## config.mk

```make
export PLATFORM = sky130hd
export DESIGN_NAME = mp2a_ctrl
export DESIGN_NICKNAME = d
export VERILOG_FILES = /design/src/rtl/mp2a_pkg.sv /design/src/rtl/mp2a_ctrl.sv
export VERILOG_INCLUDE_DIRS = /design/src /design/src/rtl
export SDC_FILE = /design/constraint.sdc
export NUM_CORES = 1
export LEC_CHECK = 0
export ABC_CLOCK_PERIOD_IN_PS = 1900
export BUFFER_PORTS_ARGS = -buffer_cell sky130_fd_sc_hd__buf_2
export CAP_MARGIN = 20
export CORE_AREA = 2 2 39 41
export CTS_BUF_LIST = sky130_fd_sc_hd__clkbuf_4 sky130_fd_sc_hd__clkbuf_8
export DETAILED_ROUTE_END_ITERATION = 8
export DIE_AREA = 0 0 41 43
export PLACE_DENSITY = 0.41
export SETUP_SLACK_MARGIN = 0.1
export SLEW_MARGIN = 40
export SYNTH_ARGS = -nofsm -noshare
export SYNTH_HDL_FRONTEND = slang
export SYNTH_SLANG_ARGS = --single-unit
```

## constraint.sdc

```tcl
create_clock -name clk -period 1.9 [get_ports clk]
set_clock_uncertainty 0.1 [all_clocks]
set_input_delay 0.095 -clock clk [delete_from_list [all_inputs] [get_ports clk]]
set_output_delay 0.095 -clock clk [all_outputs]
set_load 0.05 [all_outputs]
```

## src/rtl/max_pool_2d_argmax_assert.svh

```systemverilog
// ============================================================================
// Assertion macros for max_pool_2d_argmax
// Concurrent assertion wrappers on clk with rst_n as disable; empty when
// SYNTHESIS is defined.
// ============================================================================
`ifndef MAX_POOL_2D_ARGMAX_ASSERT_SVH
`define MAX_POOL_2D_ARGMAX_ASSERT_SVH
`ifndef SYNTHESIS
// Property must hold on every rising clock edge outside reset.
`define MP2A_ASSERT(lbl, prop, msg) \
    lbl: assert property (@(posedge clk) disable iff (!rst_n) prop) else $error(msg);
// Condition must never be true outside reset.
`define MP2A_NEVER(lbl, cond, msg) \
    lbl: assert property (@(posedge clk) disable iff (!rst_n) !(cond)) else $error(msg);
`else
`define MP2A_ASSERT(lbl, prop, msg)
`define MP2A_NEVER(lbl, cond, msg)
`endif
`endif

```

## src/rtl/mp2a_pkg.sv

```systemverilog
// ============================================================================
// mp2a_pkg
// Shared constants, register codes and control structs of the max pooling
// block.
// ============================================================================
package mp2a_pkg;

    // Default build sizes.
    localparam int MAX_WIDTH_DEF  = 256;
    localparam int MAX_HEIGHT_DEF = 256;
    localparam int MAX_POOL_DEF   = 8;
    localparam int DATA_WIDTH_DEF = 16;

    // Register and port widths.
    localparam int POOL_REG_W  = 4;
    localparam int FRAME_REG_W = 9;
    localparam int PLANE_REG_W = 16;
    localparam int CFG_DATA_W  = 16;
    localparam int CFG_INDEX_W = 3;
    localparam int POS_W       = 16;

    // Register indexes.
    localparam logic [CFG_INDEX_W-1:0] REG_POOL_HEIGHT  = 3'd0;
    localparam logic [CFG_INDEX_W-1:0] REG_POOL_WIDTH   = 3'd1;
    localparam logic [CFG_INDEX_W-1:0] REG_STEP_SIZE    = 3'd2;
    localparam logic [CFG_INDEX_W-1:0] REG_FRAME_HEIGHT = 3'd3;
    localparam logic [CFG_INDEX_W-1:0] REG_FRAME_WIDTH  = 3'd4;
    localparam logic [CFG_INDEX_W-1:0] REG_PLANE_TOTAL  = 3'd5;

    // Register reset values.
    localparam logic [POOL_REG_W-1:0]  POOL_HEIGHT_RST  = 4'd2;
    localparam logic [POOL_REG_W-1:0]  POOL_WIDTH_RST   = 4'd2;
    localparam logic [POOL_REG_W-1:0]  STEP_SIZE_RST    = 4'd2;
    localparam logic [FRAME_REG_W-1:0] FRAME_HEIGHT_RST = 9'd28;
    localparam logic [FRAME_REG_W-1:0] FRAME_WIDTH_RST  = 9'd28;
    localparam logic [PLANE_REG_W-1:0] PLANE_TOTAL_RST  = 16'd1;

    // Commands from the controller to the datapath.
    typedef struct packed {
        logic accept;   // take the input word, write it, advance counters
        logic read;     // issue one line store read of the window scan
        logic load;     // move the finished result into the output register
    } cmd_t;

    // Status from the datapath to the controller.
    typedef struct packed {
        logic hit;        // the current position closes a window
        logic scan_last;  // the read being issued is the last of the window
        logic out_free;   // the output register can take a result now
    } status_t;

endpackage

```

## src/rtl/mp2a_ctrl.sv

```systemverilog
// ============================================================================
// mp2a_ctrl
// Sequencer: takes input words, runs the window scan over the line store and
// hands the result to the output register.
// ============================================================================
`include "max_pool_2d_argmax_assert.svh"

module mp2a_ctrl (
    input  logic              clk,
    input  logic              rst_n,
    input  logic              in_valid,
    input  mp2a_pkg::status_t status,
    output logic              in_ready,
    output mp2a_pkg::cmd_t    cmd
);

    localparam logic [1:0] ST_IDLE   = 2'd0;
    localparam logic [1:0] ST_SCAN   = 2'd1;
    localparam logic [1:0] ST_DRAIN  = 2'd2;
    localparam logic [1:0] ST_FINISH = 2'd3;

    logic [1:0] state_reg;
    logic [1:0] state_next;

    always_comb
    begin
        state_next = state_reg;
        in_ready   = 1'b0;
        cmd        = '0;
        unique case (state_reg)
            ST_IDLE:
            begin
                in_ready   = 1'b1;
                cmd.accept = in_valid;
                if (in_valid && status.hit)
                begin
                    state_next = ST_SCAN;
                end
            end
            ST_SCAN:
            begin
                cmd.read = 1'b1;
                if (status.scan_last)
                begin
                    state_next = ST_DRAIN;
                end
            end
            ST_DRAIN:
            begin
                // The last read word is compared in this cycle.
                state_next = ST_FINISH;
            end
            ST_FINISH:
            begin
                if (status.out_free)
                begin
                    cmd.load   = 1'b1;
                    state_next = ST_IDLE;
                end
            end
            default:
            begin
                state_next = ST_IDLE;
            end
        endcase
    end

    always_ff @(posedge clk or negedge rst_n)
    begin
        if (!rst_n)
        begin
            state_reg <= ST_IDLE;
        end
        else
        begin
            state_reg <= state_next;
        end
    end

    `MP2A_ASSERT(a_hit_starts_scan, cmd.accept && status.hit |=> state_reg == ST_SCAN, "no scan")
    `MP2A_ASSERT(a_drain, state_reg == ST_DRAIN |-> $past(cmd.read && status.scan_last), "early drain")
    `MP2A_ASSERT(a_hold, state_reg == ST_FINISH && !status.out_free |=> $stable(state_reg), "result lost")

endmodule

```

==> reports/qor.txt, run 1 <==
Power Density: 1826 nW/um^2
total grt overflow: 0
Synth cell types: 10
Fmax: 0.5989 GHz
Startpoint Class: register
most common cell after layout, fill and taps aside: buf_2
Initial Util: 13.02%
largest stage delay on the critical path: 0.45 ns
die area: 1763 um^2
worst r2r path cells: 3
dpl cell area: 250.2 um^2
WS Path Type: reg2reg
total routed wirelength: 381 um
I/O pin cnt: 10
Die Span Y: 43 um
largest net degree at the start of global routing: 5
share of layout cells above drive strength 1: 50.00%
mux share of post-synthesis cell area: 11.81%
nets: 45
dpl ws: 0.1174 ns
sequential cell area: 50.05 um^2
Final ANT Viol Nets: 0
Fin. Hold Viols: 0
clock share of power: 17.8%
Lkg Pwr: 0.1662 nW
max-cap viol count: 0
Multi-input gate area: 120.1 um^2
worst hold slack: 0.08787 ns
syn_nets: 29
CTS tree: built
Worst EP required: 1.89 ns
Die Span X: 41 um
total track usage: 4.116%
core area: 1384 um^2
arrival time of the worst setup path: 1.66 ns
number of DRC markers in iteration 0: 3
Hold Path Class: in2async
Max Slew Vio Count: 0
placed insts: 43
Tmin final: 1.670 ns
H-Tree Depth: 1
Seq/Total Area, Yosys: 27.78%
Least-Margin Pin Slew: 0.4191 ns
post-synthesis area per instance: 10.01 um^2
diode count: 0
drt first pass iters: 4
crit-path cells: ha_1, a222oi_1, mux2_1
yosys warns: 0
max FFs per register: 2
clock latency on the worst-skew pair: 0.23 ns
worst-path maximum fanout: 3
Post-Synthesis Cell Area: 180.2 um^2
outcome: completed
Yosys reg bits: 2
site row count: 14
vias in the first global route: 117
RSZ-0062 raised after global routing: no
PnR worst setup slack: 0.2304 ns
post-layout instance area: 290.3 um^2
via density per instance: 3.375
CTS root buf: clkbuf_4
global-route wire length before repair: 469 um
Combinational Power Share: 65.8%
Sink Count: 2
number of DRC violations after detailed routing: 0
initial antenna violation count: 0
Synth Instances: 18
Layout fillers: 148
Sw Ratio: 50.87%
final worst-path cycle share: 87.87%
worst IR drop on VDD: 557.9 uV
Synth Area in Compound Gates: 5.556%
switching power: 0.2696 mW
crit end category: register
Flop pwr share: 16.5%
Num CTS Buffers: 3
Post-Synth Simple-Gate Area: 11.81%
relative slew slack: 72.06%
Bufs on Longest Clock Path: 2
PostCTS Resize Cnt: 0
Post-Synth XOR/XNOR Area: 0%
P_int: 0.2604 mW
largest family of logic cells by synthesized area: adder cells
final setup fails: 0
via count: 162
Syn-to-layout area delta: 61.11%
Critical-path top delay cell: a222oi_1
Non-Filler Instances: 48
Routed wire per std cell: 7.938 um
Reg clk slew, reported paths: 0.03 ns
Sum Neg Setup Slack: 0 ns
gp weighted congestion: 0.6125
Buffers on Ports: 9
most frequent cells in the layout: buf_2, inv_1, ha_1, clkbuf_4
hpwl dp: 300.5 um
area share of fa/ha/maj cells after synthesis: 34.72%
area by class of cell:
| type | instances | share of cell area (%) |
|---|---|---|
| multi-input cells | 12 | 41.38 |
| repair buffers | 11 | 21.55 |
| flip-flops and latches | 2 | 17.24 |
| clock buffers | 3 | 7.759 |
| well taps | 16 | 6.897 |
| inverters | 4 | 5.172 |
power groups by stage:
stage,clock network (mW),logic (mW),registers (mW)
floorplan,0,0.276,0.0844
global placement,0,0.332,0.0892
detailed placement,0,0.334,0.0892
CTS,0.0997,0.336,0.0886
finish,0.0941,0.349,0.0873
global route,0.101,0.385,0.0910
cells by family after synthesis:
logic type,after synthesis
fa+ha+maj,5
buf+inv,4
simple gates,4
mux,2
flops,2
compound gates,1
cell usage after synthesis:
library cell | number | area share [%]
ha_1 | 5 | 35
inv_1 | 4 | 8.3
dfrtp_1 | 2 | 28
a222oi_1 | 1 | 5.6
and2_1 | 1 | 3.5
and2_2 | 1 | 4.2
mux2_1 | 1 | 6.2
mux2i_1 | 1 | 5.6
nand2_1 | 1 | 2.1
nor2_1 | 1 | 2.1
final timing paths:
| kind | from | end | slack, ns |
|---|---|---|---|
| setup / recovery | state_reg[0] | state_reg[1] | 0.23 |
| hold / removal | rst_n | state_reg[0] | 0.09 |
| setup reg to reg | state_reg[0] | state_reg[1] | 0.23 |
| hold reg to reg | state_reg[1] | state_reg[1] | 0.46 |
| max in group asynchronous | rst_n | state_reg[1] | 1.51 |
| min in group clk | status[2] | state_reg[1] | 0.27 |
through the flow:
| step | utilization [%] | total power, mW |
|---|---|---|
| after detailed placement | 18.08 | 0.4236 |
| after CTS | 20.43 | 0.5244 |
| final | 20.98 | 0.5300 |
| after global placement | 18.08 | 0.4208 |
| after floorplan | - | 0.3606 |
| after global routing | 20.98 | 0.5771 |
worst max-delay path, delay by kind of cell, from the launching register on:
kind	cells	cell delay (ns)
AO/OA/AOI/OAI	1	0.45
flip-flops	1	0.39
multiplexers	1	0.38
adder cells (fa/ha/maj)	1	0.22
repair_timing:
action	4_1_cts	5_1_grt
setup endpoints to repair	0	1
setup buffers	0	1
hold buffers	1	0
endpoints found under the hold margin	2	0
routing by layer:
layer | vias up | routed length [um] | track usage [%]
met5 | - | 0 | 0
met2 | 10 | 139 | 4.063
met3 | 0 | 56 | 1.571
met1 | 67 | 186 | 6.109
met4 | 0 | 0 | 4.000
li1 | 85 | - | -
Power figures use the tool's default switching activity.
==> run 2: changes to the inputs <==
BUFFER_PORTS_ARGS = default   (was -buffer_cell sky130_fd_sc_hd__buf_2)
CTS_BUF_LIST = sky130_fd_sc_hd__clkbuf_4   (was sky130_fd_sc_hd__clkbuf_4 sky130_fd_sc_hd__clkbuf_8)
DONT_BUFFER_PORTS = 1   (was default)
PLACE_DENSITY = 0.35   (was 0.41)
==> run 2 against run 1 <==
Against the previous run: worst setup slack worse by 0.018 ns; hold slack improved by 0.11 ns; clock power shrank 0.7%; largest power group unchanged; sequential cell count stayed put; highest routed layer unchanged; critical path type is now reg2out; register-to-register slack is essentially flat; clock-buffer cell count stayed put; via count is 4.3% lower.
==> reports/qor.txt, run 2 (synthesis results as in run 1) <==
outcome: completed
Layout fillers: 162 (+9.5%)
core area: 1384 um^2 (unchanged)
number of DRC markers in iteration 0: 5 (+2)
die area: 1763 um^2 (unchanged)
Combinational Power Share: 66.0% (+0.2 points)
share of layout cells above drive strength 1: 37.04% (-13 points)
Startpoint Class: register
number of DRC violations after detailed routing: 0 (unchanged)
r2r startpoint: state_reg[0]
Reg2Reg Setup Slack: 0.24 ns (about the same)
Max Slew Vio Count: 0 (unchanged)
switching power: 0.2700 mW (+0.16%)
largest stage delay on the critical path: 0.40 ns (-0.05 ns)
crit-path cells: inv_1, ha_2, buf_4, and2_1, buf_4
min-delay src: in_valid
worst IR drop on VDD: 503.4 uV (-9.8%)
Lkg Pwr: 0.1464 nW (-12%)
max-cap viol count: 0 (unchanged)
drt first pass iters: 4 (unchanged)
sequential cell area: 50.05 um^2 (unchanged)
Finished Core Util: 20.07% (-0.90 points)
arrival time of the worst setup path: 1.49 ns (-0.17 ns)
CP top delay family: buffers and inverters
worst-path maximum fanout: 4 (+1)
Fmax: 0.5926 GHz (-1.1%)
Bufs on Longest Clock Path: 2 (unchanged)
worst r2r dst: state_reg[1]
Num CTS Buffers: 3 (unchanged)
cell mode on critical path: buf_4
CTS tree: built
worst hold slack: 0.1932 ns (+0.1053 ns)
Sink Count: 2 (unchanged)
final setup fails: 0 (unchanged)
largest net degree at the start of global routing: 5 (unchanged)
WS Path Type: reg2out
Flop pwr share: 16.8% (+0.3 points)
total grt overflow: 0 (unchanged)
Multi-input gate area: 120.1 um^2 (unchanged)
Fin. Hold Viols: 0 (unchanged)
total track usage: 6.319% (+2.2 points)
Worst EP required: 1.70 ns (-0.19 ns)
via count: 155 (-4.3%)
site row count: 14 (unchanged)
Initial Util: 13.02% (unchanged)
I/O pin cnt: 10 (unchanged)
final worst-path cycle share: 88.81% (+0.94 points)
placed insts: 37 (-14%)
H-Tree Depth: 1 (unchanged)
Reg clk slew, reported paths: 0.03 ns (about the same)
diode count: 0 (unchanged)
max FFs per register: 2 (unchanged)
clock share of power: 17.2% (-0.6 points)
Least-Margin Pin Slew: 0.2659 ns (-0.1531 ns)
relative slew slack: 82.27% (+10 points)
Final ANT Viol Nets: 0 (unchanged)
Tmin final: 1.687 ns (+0.01787 ns)
CTS root buf: clkbuf_4
initial antenna violation count: 0 (unchanged)
Routed wire per std cell: 9.209 um (+16%)
crit end category: primary output
P_int: 0.2724 mW (+4.6%)
clock latency on the worst-skew pair: 0.22 ns (about the same)
gp weighted congestion: 0.5936 (-3.1%)
Die Span Y: 43 um (unchanged)
Sum Neg Setup Slack: 0 ns (unchanged)
global-route wire length before repair: 662 um (+41%)
Critical-path top delay cell: dfrtp_1
nets: 40 (-11%)
via density per instance: 3.605 (+6.8%)
most frequent cells in the layout: inv_1, buf_4, ha_1, clkbuf_4
hold depth: 4
worst r2r path cells: 4 (+1)
Hold Path Class: in2reg
crit path buf inv count: 3 (+3)
Worst Hold End: state_reg[0]
Syn-to-layout area delta: 54.17%
Sw Ratio: 49.78% (-1.1 points)
dpl ws: 0.1733 ns (+0.05587 ns)
Power Density: 1953 nW/um^2 (+7.0%)
PnR worst setup slack: 0.2125 ns (-0.01787 ns)
vias in the first global route: 163 (+39%)
Non-Filler Instances: 43 (-10%)
total routed wirelength: 396 um (+3.9%)
Die Span X: 41 um (unchanged)
Buffers on Ports: 0 (-9)
RSZ-0062 raised after global routing: no
==> run 2: worst max-delay path by stage <==
stage | end | slack [ns] | startpoint | cells past startpoint
3_5_place_dp | state_reg[1] | 0.17 | state_reg[0] | 3
3_3_place_gp | state_reg[1] | 0.22 | state_reg[0] | 3
2_1_floorplan | state_reg[1] | 0.17 | state_reg[1] | 4
5_1_grt | cmd[2] | 0.11 | state_reg[0] | 5
6_report | cmd[2] | 0.21 | state_reg[0] | 5
4_1_cts | state_reg[1] | 0.17 | state_reg[1] | 4
==> run 2: repair_timing <==
item | CTS | global route
resized for setup | 0 | 0
hold buffers | 2 | 0
hold endpoints to repair | 2 | 0
endpoints found under the setup margin | 0 | 1
buffers inserted | 0 | 1
==> run 2: metal layers <==
metal,wire (um),up-vias,share of wire [%],track usage (%)
met3,53,0,13,4.712
met1,175,67,44,5.769
met5,0,-,0,0
met4,0,0,0,6.000
li1,-,77,-,-
met2,166,11,42,8.438
==> run 2: power groups by stage <==
| stage | Sequential, mW | Clock, mW | Combinational (mW) |
|---|---|---|---|
| 3_3_place_gp | 0.0882 | 0 | 0.324 |
| 4_1_cts | 0.0884 | 0.0990 | 0.341 |
| 6_report | 0.0910 | 0.0934 | 0.358 |
| 3_5_place_dp | 0.0889 | 0 | 0.336 |
| 2_1_floorplan | 0.0844 | 0 | 0.276 |
| 5_1_grt | 0.0918 | 0.104 | 0.401 |
==> run 2: layout make-up <==
| type | instances | share of cell area, % |
|---|---|---|
| inverter | 4 | 5.405 |
| timing repair buffer | 6 | 18.02 |
| sequential | 2 | 18.02 |
| multi-input combinational | 12 | 43.24 |
| tap | 16 | 7.207 |
| clock buffer | 3 | 8.108 |
==> run 2: worst min-delay path: cells and delay by family <==
family                 cells  cell delay (ns)
buffers and inverters      1             0.14
multiplexers               1             0.11
AND/OR/NAND/NOR            1             0.05
AO/OA/AOI/OAI              1             0.06
==> run 2: metrics by stage <==
step | instance area [um^2] | power, mW
after floorplan | 185.2 | 0.3606
after global placement | 227.7 | 0.4120
after detailed placement | 227.7 | 0.4253
after CTS | 270.3 | 0.5279
after global routing | 277.8 | 0.5973
final | 277.8 | 0.5425
==> run 3: changes to the inputs <==
ABC_CLOCK_PERIOD_IN_PS = 1750   (was 1900)
clock period = 1.75 ns   (was 1.9 ns; I/O delays follow)
==> run 3 against run 2 <==
Against the previous run: global-route usage down 0.90 points; via count grew 3.9%; wire length shrank 1.0%; clock-buffer cell count unchanged; core utilization rose by 3.0 points; die area is the same; total power up 22%; hold slack worse by 0.063 ns.
==> reports/qor.txt, run 3 (synthesis results as in run 1) <==
Least-Margin Pin Slew: 0.3891 ns (+0.1232 ns)
worst-path maximum fanout: 3 (-1)
number of DRC violations after detailed routing: 0 (unchanged)
CTS tree: built
most frequent cells in the layout: buf_4, clkbuf_4
largest stage delay on the critical path: 0.42 ns (+0.02 ns)
Buffers on Ports: 0 (unchanged)
Die Span Y: 43 um (unchanged)
Worst EP required: 1.75 ns (+0.05 ns)
Syn-to-layout area delta: 77.08%
Fin. Hold Viols: 0 (unchanged)
Sum Neg Setup Slack: 0 ns (unchanged)
total power: 0.6627 mW (+22%)
share of layout cells above drive strength 1: 51.72% (+15 points)
total grt overflow: 0 (unchanged)
max-cap viol count: 0 (unchanged)
Reg clk slew, reported paths: 0.03 ns (about the same)
largest net degree at the start of global routing: 5 (unchanged)
Max Slew Vio Count: 0 (unchanged)
site row count: 14 (unchanged)
I/O pin cnt: 10 (unchanged)
Fmax: 0.6225 GHz
via density per instance: 3.578 (-0.75%)
Sink Count: 2 (unchanged)
clock latency on the worst-skew pair: 0.22 ns (about the same)
worst IR drop on VDD: 504.5 uV (+0.22%)
gp weighted congestion: 0.5996 (+1.0%)
global-route wire length before repair: 586 um (-11%)
final worst-path cycle share: 91.80%
Initial Util: 13.02% (unchanged)
RSZ-0062 raised after global routing: yes
drt first pass iters: 4 (unchanged)
total track usage: 5.416% (-0.90 points)
WS Path Type: reg2reg
crit-path cells: ha_2, a222oi_1, mux2_1
number of DRC markers in iteration 0: 1 (-4)
Critical-path top delay cell: dfrtp_1
die area: 1763 um^2 (unchanged)
Routed wire per std cell: 8.711 um (-5.4%)
Layout fillers: 153 (-5.6%)
Startpoint Class: register
via count: 161 (+3.9%)
crit end category: register
Num CTS Buffers: 3 (unchanged)
vias in the first global route: 167 (+2.5%)
Tmin final: 1.607 ns
Final ANT Viol Nets: 0 (unchanged)
H-Tree Depth: 1 (unchanged)
relative slew slack: 74.06% (-8.2 points)
outcome: completed
initial antenna violation count: 0 (unchanged)
diode count: 0 (unchanged)
max FFs per register: 2 (unchanged)
Die Span X: 41 um (unchanged)
Power Density: 2077 nW/um^2 (+6.4%)
core area: 1384 um^2 (unchanged)
final setup fails: 0 (unchanged)
hpwl dp: 326.1 um
arrival time of the worst setup path: 1.60 ns (+0.11 ns)
Lkg Pwr: 0.1564 nW (+6.9%)
Bufs on Longest Clock Path: 2 (unchanged)
total routed wirelength: 392 um (-1.0%)
Hold Path Class: in2reg
nets: 42 (+5.0%)
CTS root buf: clkbuf_4
worst hold slack: 0.1305 ns (-0.06271 ns)
most common cell after layout, fill and taps aside: buf_4
==> run 3: what timing repair did <==
action | 4_1_cts | 5_1_grt
pin swaps | 1 | 2
buffers inserted | 1 | 1
setup endpoints to repair | 3 | 3
hold buffers | 2 | 0
gates resized for setup | 2 | 1
endpoints found under the hold margin | 2 | 0
==> run 3: report_power, final <==
group	total (mW)	internal [mW]	leakage [nW]	switching, mW
clock	0.0988	0.0754	0.0138	0.0234
combinational	0.458	0.193	0.119	0.265
sequential	0.106	0.0735	0.0235	0.0321
total	0.663	0.342	0.156	0.320
==> run 3: worst max-delay path: cells and delay by family, from the launching register on <==
family | cells | cell delay [ns]
DFF | 1 | 0.42
adders and majority gates | 1 | 0.20
AOI/OAI and AO/OA | 1 | 0.40
muxes | 1 | 0.36
==> run 3: routing by layer <==
metal	up-vias	share of wire, %	GRT usage (%)
li1	79	-	-
met1	72	33	3.846
met2	10	51	8.438
met3	0	16	1.571
met4	0	0	8.000
met5	-	0	0
==> run 3: area by class of cell <==
class / count / area, um^2 / area share (%)
clock buffers: 3 / 22.52 / 7.059
inverters: 4 / 15.01 / 4.706
multi-input cells: 12 / 142.6 / 44.71
flip-flops and latches: 2 / 50.05 / 15.69
well taps: 16 / 20.02 / 6.275
repair buffers: 8 / 68.82 / 21.57
==> run 3: per-stage QoR <==
step / instances / util [%] / area [um^2] / setup WS (ns)
2_1_floorplan: 18 / - / 205.2 / 0.07553
3_3_place_gp: 38 / 18.44 / 255.2 / 0.07750
3_5_place_dp: 38 / 18.44 / 255.2 / 0.07762
4_1_cts: 44 / 22.24 / 307.8 / 0.1009
5_1_grt: 45 / 23.06 / 319.1 / 0.03452
6_report: 45 / 23.06 / 319.1 / 0.1435
==> run 3: final timing paths <==
check	from	end	slack, ns	depth (start not counted)
max	state_reg[0]	state_reg[1]	0.14	3
max in group asynchronous	rst_n	state_reg[1]	0.90	2
max reg2reg	state_reg[0]	state_reg[1]	0.14	3
min in group asynchronous	rst_n	state_reg[0]	0.53	2
min reg2reg	state_reg[1]	state_reg[1]	0.57	2
min	in_valid	state_reg[1]	0.13	3
